<file path="config.mk">
export PLATFORM = sky130hd
export DESIGN_NAME = closest_size_variant_selector_unit
export DESIGN_NICKNAME = d
export VERILOG_FILES = /design/src/hdl/csvs_pkg.sv /design/src/hdl/csvs_decide.sv /design/src/hdl/closest_size_variant_selector_unit.sv
export VERILOG_INCLUDE_DIRS = /design/src /design/src/hdl
export SDC_FILE = /design/constraint.sdc
export NUM_CORES = 1
export LEC_CHECK = 0
export ABC_AREA = 0
export BUFFER_PORTS_ARGS = -buffer_cell sky130_fd_sc_hd__buf_4
export CAP_MARGIN = 0
export CORE_UTILIZATION = 60
export CTS_BUF_LIST = sky130_fd_sc_hd__clkbuf_4
export DETAILED_ROUTE_END_ITERATION = 10
export PLACE_DENSITY = 0.87
export SYNTH_ARGS = -nofsm -noshare
export SYNTH_HDL_FRONTEND = slang
export SYNTH_SLANG_ARGS = --single-unit
</file>
<file path="constraint.sdc">
create_clock -name clk -period 12.76 [get_ports clk]
set_clock_uncertainty 0.1 [all_clocks]
set_input_delay 0.638 -clock clk [delete_from_list [all_inputs] [get_ports clk]]
set_output_delay 0.638 -clock clk [all_outputs]
set_load 0.005 [all_outputs]
</file>
<file path="src/hdl/assert_macros.svh">
// Assertion macros shared by the selector RTL.
// Needs a clock named clk and an active-low reset named arst_n in the using scope.
`ifndef ASSERT_MACROS_SVH
`define ASSERT_MACROS_SVH

// Same-cycle implication, checked on every rising edge outside reset.
`define ASSERT_IMPL(label, ante, cons, msg) \
	label: assert property (@(posedge clk) disable iff (!arst_n) (ante) |-> (cons)) \
		else $error(msg);

// Next-cycle implication, checked on every rising edge outside reset.
`define ASSERT_NEXT(label, ante, cons, msg) \
	label: assert property (@(posedge clk) disable iff (!arst_n) (ante) |=> (cons)) \
		else $error(msg);

`endif

</file>
<file path="src/hdl/csvs_pkg.sv">
// Types and register codes for the closest-size variant selector.
// No dependencies; the RTL files refer to it by scoped names.
package csvs_pkg;

	typedef struct packed {
		logic        is_candidate;
		logic [15:0] width;
		logic [15:0] height;
		logic [7:0]  quality;
		logic        last;
	} item_t;

	typedef struct packed {
		logic       found;
		logic [7:0] chosen_index;
	} result_t;

	typedef struct packed {
		logic [15:0] desired_width;
		logic [15:0] desired_height;
		logic        rights_valid;
	} cfg_t;

	// Dimensions and quality of the variant chosen so far.
	typedef struct packed {
		logic [7:0]  quality;
		logic [15:0] width;
		logic [15:0] height;
	} best_t;

	localparam int unsigned ADDR_W = 4;

	typedef enum logic [1:0] {
		REG_DESIRED_WIDTH  = 2'd0,
		REG_DESIRED_HEIGHT = 2'd1,
		REG_RIGHTS_VALID   = 2'd2,
		REG_UNUSED         = 2'd3
	} reg_idx_t;

endpackage

</file>
<file path="src/hdl/csvs_decide.sv">
// Replacement decision for one candidate against the current choice.
// Depends on csvs_pkg for the item, configuration and choice types.
module csvs_decide (
	input  csvs_pkg::item_t item,
	input  csvs_pkg::cfg_t  cfg,
	input  csvs_pkg::best_t best,
	output logic            take
);

	logic [31:0] prod_h;
	logic [31:0] prod_w;
	logic        use_height;
	logic [15:0] cur;
	logic [15:0] sel;
	logic [15:0] req;
	logic        prefer;

	// Cross-multiplied aspect test: compare heights when the item is at
	// least as tall, relative to its width, as the request.
	assign prod_h     = 32'(item.height) * 32'(cfg.desired_width);
	assign prod_w     = 32'(cfg.desired_height) * 32'(item.width);
	assign use_height = (prod_h >= prod_w);

	always_comb begin
		cur = use_height ? item.height : item.width;
		sel = use_height ? best.height : best.width;
		req = use_height ? cfg.desired_height : cfg.desired_width;
		if (cur == sel) begin
			prefer = (item.quality > best.quality);
		end else if (cur < req) begin
			prefer = (sel < cur);
		end else if (cur > req) begin
			prefer = cfg.rights_valid && ((sel < req) || (cur < sel));
		end else begin
			prefer = 1'b1;
		end
		take = item.is_candidate && prefer;
	end

endmodule

</file>
<file path="src/hdl/closest_size_variant_selector_unit.sv">
// Closest-size variant selector: streams a list of variants and reports the best fit.
// Depends on csvs_pkg, csvs_decide and assert_macros.svh.
//
// Usage: program desired_width (0x0), desired_height (0x4) and rights_valid (0x8)
// over the APB port while the block is idle. Then send the variant list on the
// item channel, one transaction per entry, with last set on the final entry.
// Non-last entries produce nothing; the last entry produces one transaction on
// the result channel with found and chosen_index (0 when nothing was chosen).
// Entry positions are counted internally from 0 and wrap at MAX_ENTRIES.
// An item is registered on acceptance and evaluated from that input register;
// result_valid comes from a register that loads when the last item is evaluated.
// Throughput: one item per cycle while no last item is held back, set by the
// compare-and-update loop on the running choice (two 16x16 multiplies and a few compares).
// When the result receiver stalls, non-last items keep flowing; only a second
// last item waits in the input register until the pending result is taken.
// Reset clears the registers, the position counter and the running choice;
// after each list the running choice and position clear again, registers stay.
module closest_size_variant_selector_unit #(
	parameter int unsigned MAX_ENTRIES = 256
) (
	input  logic                          clk,
	input  logic                          arst_n,
	input  logic                          item_valid,
	output logic                          item_ready,
	input  csvs_pkg::item_t               item,
	output logic                          result_valid,
	input  logic                          result_ready,
	output csvs_pkg::result_t             result,
	input  logic                          psel,
	input  logic                          penable,
	input  logic                          pwrite,
	input  logic [csvs_pkg::ADDR_W-1:0]   paddr,
	input  logic [31:0]                   pwdata,
	output logic [31:0]                   prdata,
	output logic                          pready
);

	`include "assert_macros.svh"

	localparam int unsigned PW = (MAX_ENTRIES > 2) ? $clog2(MAX_ENTRIES) : 1;
	localparam int unsigned IW = (PW > 8) ? PW : 8;
	localparam logic [PW-1:0] POS_LAST = PW'(MAX_ENTRIES - 1);

	csvs_pkg::cfg_t    cfg_q;
	csvs_pkg::item_t   item_s1;
	logic              valid_s1;
	logic [PW-1:0]     pos_q;
	logic              have_q;
	logic [PW-1:0]     best_idx_q;
	csvs_pkg::best_t   best_q;
	logic              res_valid_q;
	csvs_pkg::result_t res_q;

	logic              take;
	logic              go_s1;
	logic              res_load;
	logic              item_fire;
	logic              cfg_wr;
	csvs_pkg::reg_idx_t reg_idx;
	logic [PW-1:0]     res_idx;
	logic [IW-1:0]     res_idx_ext;

	// Configuration port.
	assign pready  = 1'b1;
	assign reg_idx = csvs_pkg::reg_idx_t'(paddr[3:2]);
	assign cfg_wr  = psel && penable && pwrite;

	always_comb begin
		case (reg_idx)
			csvs_pkg::REG_DESIRED_WIDTH:  prdata = {16'd0, cfg_q.desired_width};
			csvs_pkg::REG_DESIRED_HEIGHT: prdata = {16'd0, cfg_q.desired_height};
			csvs_pkg::REG_RIGHTS_VALID:   prdata = {31'd0, cfg_q.rights_valid};
			default:                      prdata = 32'd0;
		endcase
	end

	always_ff @(posedge clk or negedge arst_n) begin
		if (!arst_n) begin
			cfg_q <= '0;
		end else if (cfg_wr) begin
			case (reg_idx)
				csvs_pkg::REG_DESIRED_WIDTH:  cfg_q.desired_width  <= pwdata[15:0];
				csvs_pkg::REG_DESIRED_HEIGHT: cfg_q.desired_height <= pwdata[15:0];
				csvs_pkg::REG_RIGHTS_VALID:   cfg_q.rights_valid   <= pwdata[0];
				default: ;
			endcase
		end
	end

	csvs_decide u_decide (
		.item (item_s1),
		.cfg  (cfg_q),
		.best (best_q),
		.take (take)
	);

	// A last item in the input register waits only while a result is still pending.
	assign go_s1      = valid_s1 && !(item_s1.last && res_valid_q && !result_ready);
	assign item_ready = !valid_s1 || go_s1;
	assign item_fire  = item_valid && item_ready;
	assign res_load   = go_s1 && item_s1.last;

	always_ff @(posedge clk or negedge arst_n) begin
		if (!arst_n) begin
			valid_s1 <= 1'b0;
		end else if (item_ready) begin
			valid_s1 <= item_valid;
		end
	end

	always_ff @(posedge clk) begin
		if (item_fire) begin
			item_s1 <= item;
		end
	end

	// Running choice and position counter.
	always_ff @(posedge clk or negedge arst_n) begin
		if (!arst_n) begin
			pos_q      <= '0;
			have_q     <= 1'b0;
			best_idx_q <= '0;
			best_q     <= '0;
		end else if (go_s1) begin
			if (item_s1.last) begin
				pos_q      <= '0;
				have_q     <= 1'b0;
				best_idx_q <= '0;
				best_q     <= '0;
			end else begin
				pos_q <= (pos_q == POS_LAST) ? '0 : pos_q + 1'b1;
				if (take) begin
					have_q         <= 1'b1;
					best_idx_q     <= pos_q;
					best_q.quality <= item_s1.quality;
					best_q.width   <= item_s1.width;
					best_q.height  <= item_s1.height;
				end
			end
		end
	end

	assign res_idx     = take ? pos_q : best_idx_q;
	assign res_idx_ext = IW'(res_idx);

	always_ff @(posedge clk or negedge arst_n) begin
		if (!arst_n) begin
			res_valid_q <= 1'b0;
		end else if (res_load) begin
			res_valid_q <= 1'b1;
		end else if (result_ready) begin
			res_valid_q <= 1'b0;
		end
	end

	always_ff @(posedge clk) begin
		if (res_load) begin
			res_q.found        <= have_q || take;
			res_q.chosen_index <= (have_q || take) ? res_idx_ext[7:0] : 8'd0;
		end
	end

	assign result_valid = res_valid_q;
	assign result       = res_q;

	`ASSERT_IMPL(a_no_overwrite, res_valid_q && !result_ready, !res_load,
		"pending result would be overwritten")
	`ASSERT_NEXT(a_clear_after_last, res_load, (pos_q == '0) && !have_q,
		"running choice not cleared after last item")
	`ASSERT_IMPL(a_index_zero_when_absent, res_valid_q && !res_q.found,
		res_q.chosen_index == 8'd0, "chosen_index nonzero without a choice")
	`ASSERT_IMPL(a_pos_in_range, 1'b1, pos_q <= POS_LAST,
		"position counter beyond MAX_ENTRIES")

endmodule
</file>
Yosys cells after proc, flatten, opt, wreduce, memory -nomap -nowiden
Cells that the tools add are included.

word-level totals
  register bits after elaboration = 143
  word-level logic and storage cells = 71
  input bits = 85
  output and inout bits = 44

operators by class
  multiplexer cells = 17
  add/sub/neg operators = 1
  reduce and logical (&&, ||, !) cells = 22
  multipliers = 2
  order comparisons = 7
  equal/unequal tests = 4

operators by type and width
  kind                                                              count
  40-bit 2-to-1 mux                                                 2
  16-bit < comparator                                               4
  16-bit by 16-bit multiplier with 32-bit output                    2
  16-bit 2-to-1 mux                                                 3
  16-bit one-hot mux with 3 select lines                            1
  32-bit >= comparator                                              1
  8-bit 2-to-1 mux                                                  4
  16-bit == test                                                    1
  16-bit > comparator                                               1
  1-bit logical AND                                                 9
  8-bit by 1-bit adder with 8-bit output (second input constant)    1
  8-bit == test (second input constant)                             1
  8-bit > comparator                                                1
  2-bit AND reduction                                               4
  1-bit 2-to-1 mux                                                  7
  2-bit nonzero test                                                2
  1-bit zero test                                                   3
  1-bit logical OR                                                  3
  2-bit by 1-bit == test with 1-bit output (second input constant)  1
  2-bit == test (second input constant)                             1
  2-bit zero test                                                   1

Longest topological paths before layout
  depth after elaboration = 12
  gate-level depth with buffers = 45
  mapped depth without buffers = 40

By module
A second synthesis with hierarchy kept.

second synthesis, totals
  cell total of the unflattened synthesis = 2,633
  area total of the unflattened synthesis = 25,019.0 um2

modules (own cells, without submodules)
  module                              instances  area each (um2)  cells each  seq. area each (um2)
  csvs_decide                         1          19,394.9         2,256       0.0
  closest_size_variant_selector_unit  1          5,624.1          377         3,833.7

Least setup slack after synthesis
OpenSTA, ideal clock, no wires.

  path type = reg2reg
  start point = register cfg_q[8] (netlist bit)
  end point = register best_q[0] (netlist bit)
  library setup time = 0.121 ns
  slack = 2.130 ns
  arrival = 10.409 ns
  cell stages (with the launch flop) = 46
  clock period less this slack = 10.630 ns
  required time = 12.539 ns
  path buffers = 6
  path through = dfrtp_1 clkbuf_1 clkbuf_1 nand2_1 fa_1 inv_1 fa_1 inv_1 fa_1 inv_1 fa_1 fa_1 inv_1 fa_1 inv_1 ha_1 a21o_1 a21oi_1 (+10 left out) a221oi_1 o21ai_0 a21oi_1 buf_1 buf_2 mux2i_1 ha_1 nand2_1 nor4_2 o221ai_1 a31oi_1 a211oi_1 a221oi_1 o21ai_4 a21o_4 buf_6 buf_6 a22o_1

on the way
  longest elaborated chain between the ends = 12
  elaborated cells between the ends (all ways) = 19
  those cells by class = 1 x mul; 6 x order compare; 1 x eq/ne; 6 x mux; 5 x reduce/logical

ends and longest elaborated chain
  element                                         line                                                     RTL
  start, declared                                 closest_size_variant_selector_unit.sv:44                 csvs_pkg::cfg_t cfg_q;
  16-bit by 16-bit multiplier with 32-bit output  csvs_decide.sv:21                                        assign prod_w = 32'(cfg.desired_height) * 32'(item.width);
  32-bit >= comparator                            csvs_decide.sv:22                                        assign use_height = (prod_h >= prod_w);
  16-bit 2-to-1 mux (on tied branches)            csvs_decide.sv:26, csvs_decide.sv:25, csvs_decide.sv:27
  16-bit < comparator                             csvs_decide.sv:33                                        prefer = cfg.rights_valid && ((sel < req) || (cur < sel));
  1-bit logical OR                                csvs_decide.sv:33
  1-bit logical AND                               csvs_decide.sv:33
  1-bit 2-to-1 mux                                csvs_decide.sv:32                                        end else if (cur > req) begin
  1-bit 2-to-1 mux                                csvs_decide.sv:30                                        end else if (cur < req) begin
  1-bit 2-to-1 mux (*)                            csvs_decide.sv:28                                        if (cur == sel) begin
  1-bit logical AND (*)                           csvs_decide.sv:37                                        take = item.is_candidate && prefer;
  2-bit nonzero test (no source line) (*)         -
  2-bit AND reduction (no source line) (*)        -
  end, declared                                   closest_size_variant_selector_unit.sv:50                 csvs_pkg::best_t best_q;

Every way passes the cells marked *; elsewhere a longest branch is shown, timed or not.
A chain may end at the register's enable or synchronous reset.

Final worst setup path
  start point = register cfg_q[20] (netlist bit)
  end point = register best_q[9] (netlist bit)

on the way
  longest elaborated chain between the ends = 12
  elaborated cells between the ends (all ways) = 19
  those cells by class = 1 x mul; 6 x order compare; 1 x eq/ne; 6 x mux; 5 x reduce/logical

ends and longest elaborated chain
  element                                         line                                                     RTL
  16-bit by 16-bit multiplier with 32-bit output  csvs_decide.sv:20                                        assign prod_h = 32'(item.height) * 32'(cfg.desired_width);
  32-bit >= comparator                            csvs_decide.sv:22
  16-bit 2-to-1 mux (on tied branches)            csvs_decide.sv:26, csvs_decide.sv:25, csvs_decide.sv:27
  16-bit < comparator                             csvs_decide.sv:33
  1-bit logical OR                                csvs_decide.sv:33
  1-bit logical AND                               csvs_decide.sv:33
  1-bit 2-to-1 mux                                csvs_decide.sv:32
  1-bit 2-to-1 mux                                csvs_decide.sv:30
  1-bit 2-to-1 mux (*)                            csvs_decide.sv:28
  1-bit logical AND (*)                           csvs_decide.sv:37
  2-bit nonzero test (no source line) (*)         -
  2-bit AND reduction (no source line) (*)        -

Marked as above.

==> reports/qor.csv <==
stage,metric,value,unit
outcome,outcome,"finished, final reports clean",
logic_synthesis,post-synthesis adder-cell area fraction,45.9,%
sta,Fmax,81.6,MHz
cts,H-tree levels,4,
detailed_routing,WL final,65.7,mm
place,I/O Buffers,93,
sta,Slew @ Worst Pin,1.09,ns
grt,largest net degree at the start of global routing,76,
logic_synthesis,Unique masters post-synth,66,
sta,Tmin final,12.26,ns
grt,first-pass GRT wire length,107,mm
logic_synthesis,Post-Synth XOR/XNOR Area,2.10,%
floorplanning,starting density of the core,61.0,%
detailed_routing,DR vias,19189,
logic_synthesis,mux cell area share after synthesis,4.30,%
worst_setup_path,Max Fanout on Critical Path,50,
sta,worst hold margin,0.0796,ns
worst_setup_path,startpoint types,flip-flop,
finish,layout cells sized above 1,9.05,%
place,Detailed Place HPWL,50.1,mm
place,Final Wtd Congestion,0.948,
logic_synthesis,Synth Area per Inst,9.41,um2
grt,M3 GR Usage,6.23,%
detailed_routing,First DRT Iteration DRCs,1444,
worst_hold_path,path category of the worst min-delay check,in -> reg,
sta,Max-slew headroom,26.9,%
grt,GR met1 Demand/Resource,39.9,%
floorplanning,die span in y,206,um
logic_synthesis,post-synth top area cell,fa_1,
grt,Overflow after GRT,0,
logic_synthesis,Syn Std Cell Area,25000,um2
floorplanning,die area,42400,um2
logic_synthesis,Post-Synth Simple-Gate Area,14.5,%
worst_setup_path,Worst Path Arrival,12.75,ns
cts,root buf cell,clkbuf_4,
cts,CTS tree,done,
logic_synthesis,Syn Inst Count,2653,
logic_synthesis,Synth area leaders,"fa_1 31%, ha_1 15%, dfrtp_1 9.2%, inv_1 7.7%, edfxtp_1 6.1%",
logic_synthesis,most numerous cell in the Yosys netlist,inv_1,
detailed_routing,vias per inst,5.86,
logic_synthesis,top-area cell type share of the netlist area,31.1,%
job,maxcap violations,0,
grt,number of global-route vias before repair,21086,
floorplanning,I/O pin count,129,
grt,met2 global-route usage,54.9,%
detailed_routing,antenna-violating nets left,0,
floorplanning,Die X,206,um
detailed_routing,DR WL/cell,20.1,um
grt,overall global routing resource usage,33.1,%
logic_synthesis,Synth Flop Type,dfrtp_1,
sta,Fin. Hold Viols,0,
logic_synthesis,largest family of logic cells by synthesized area,adder cells,
grt,initial antenna violation count,1,
sta,final worst setup slack,0.501,ns
detailed_routing,drt pass-1 iters,5,
finish,fillcell total,3118,
logic_synthesis,compound-gate portion of the synthesized area,7.48,%
logic_synthesis,"EDFF count, synth",51,
logic_synthesis,"flops & latches, synth",143,
logic_synthesis,Commonest cells post-synth,"514 x inv_1, 388 x fa_1, 318 x nand2_1, 296 x ha_1, 238 x and2_1",
cts,"CTS clk-pin slew, worst paths",0.14,ns
worst_setup_path,Critical Path RT,13.25,ns
detailed_routing,DRC viols,0,
cts,clock sink count,143,
worst_setup_path,Worst setup EP type,flip-flop,
grt,global route hottest layer,met2,
sta,fin crit share,96.1,%
sta,"Slew Viols, Final",0,
logic_synthesis,Synth Warn #,0,
logic_synthesis,"Async S/R FF share, synth",64.3,%
place,pre-CTS setup slack,0.619,ns
logic_synthesis,sequential area share after synthesis,15.4,%
cts,TritonCTS buffer count,17,
floorplanning,core footprint,40900,um2
cts,Skew-Pair Late Insertion Delay,0.72,ns
floorplanning,Rows,74,
sta,# setup viols final,0,
worst_setup_path,CP max stage cell,dfrtp_1,
finish,fin nets,3496,
finish,"Core Util, Final",65.7,%
cts,maximum root-to-sink buffer count,2,
worst_setup_path,crit-path max cell delay,0.95,ns
finish,synth-to-layout area growth,7.63,%
worst_setup_path,Worst path most repeated cell,fa_1,
worst_setup_path,CP Class,reg -> reg,
layout make-up:
type	count	area, um2	share of cell area (%)
Timing Repair Buffer	181	1550	5.75
Clock buffer	18	135	0.503
Sequential cell	143	3840	14.3
Antenna cell	1	2.50	0.00931
Inverter	514	1930	7.18
Clock inverter	14	106	0.396
Multi-Input combinational cell	1870	18700	69.4
Tap cell	532	666	2.48
state kept, by name (all words and copies together) (netlist names):
signal        count
item_s1          42
best_idx_q        8
result_valid      1
cfg_q            33
result            9
have_q            1
best_q           40
valid_s1          1
pos_q             8
critical path, delay by kind of cell, from the launching register on:
| kind | cells | cell delay (ns) |
|---|---|---|
| xor gates and xnor gates | 1 | 0.20 |
| muxes | 1 | 0.40 |
| adders and majority gates | 9 | 3.90 |
| and+or+nand+nor | 4 | 0.44 |
| AOI/OAI and AO/OA | 18 | 5.28 |
| buffers and inverters | 6 | 0.83 |
| DFF | 1 | 0.95 |
kinds of logic after synthesis:
logic type,after synthesis
buf+inv,655
fa+ha+maj,684
flops,143
mux,99
simple gates,736
other cells,2
compound gates,274
xor+xnor,60
metal layers:
| metal | wire length, um | up-vias |
|---|---|---|
| li1 | - | 8474 |
| met1 | 24400 | 9620 |
| met2 | 31700 | 868 |
| met3 | 5280 | 227 |
| met4 | 4360 | 0 |
| met5 | 0 | - |
per-stage QoR:
stage	TNS, ns	instances	instance area [um2]
after floorplan	0	2668	25000
after detailed placement	0	3188	26100
final	0	3273	26900
after global placement	0	3188	26100
after global routing	-0.00381	3273	26900
after CTS	0	3265	26800
placed cells by master, fill, tap and decap left out, types with 7 or more instances in the layout:
master         count
dfrtp_1           89
a22o_1            48
o21bai_1           7
and3_1             8
edfxtp_1          51
mux2i_1           32
nor3_1            18
dlygate4sd3_1     45
a21o_1            20
nor2b_1           17
xnor2_1           32
fa_1             388
inv_1            514
nor4_1             7
nand3_1           26
a211oi_1           8
nand4_1           13
ha_1             296
o21a_1            15
nand2b_1          12
xor2_1            28
buf_4            130
and2_1           237
nand2_1          318
mux2_2            67
a21oi_1           69
clkbuf_4          18
nor2_1            60
o21ai_0           50
conb_1            17
what timing repair did:
item,CTS,global route
endpoints found under the hold margin,61,0
setup endpoints to repair,0,53
resized for setup,0,4
hold buffers,45,0
buffers inserted,0,7
final timing paths:
kind | slack [ns] | depth (start not counted) | start | endpoint
min in group asynchronous | 0.22 | 2 | arst_n | have_q$_DFFE_PN0P_
worst min-delay path | 0.08 | 2 | pwdata[4] | cfg_q[5]$_DFFE_PN0P_
worst max-delay path | 0.50 | 39 | cfg_q[20]$_DFFE_PN0P_ | best_q[9]$_DFFE_PN0P_
worst min register to register | 0.42 | 1 | item_s1[2]$_DFFE_PP_ | best_q[33]$_DFFE_PN0P_
worst max register to register | 0.50 | 39 | cfg_q[20]$_DFFE_PN0P_ | best_q[9]$_DFFE_PN0P_
max in group asynchronous | 10.90 | 3 | arst_n | cfg_q[14]$_DFFE_PN0P_
Power is left out: the tool's default activity adds up to more than one toggle a clock period on the data nets, which glitch-free logic cannot reach.
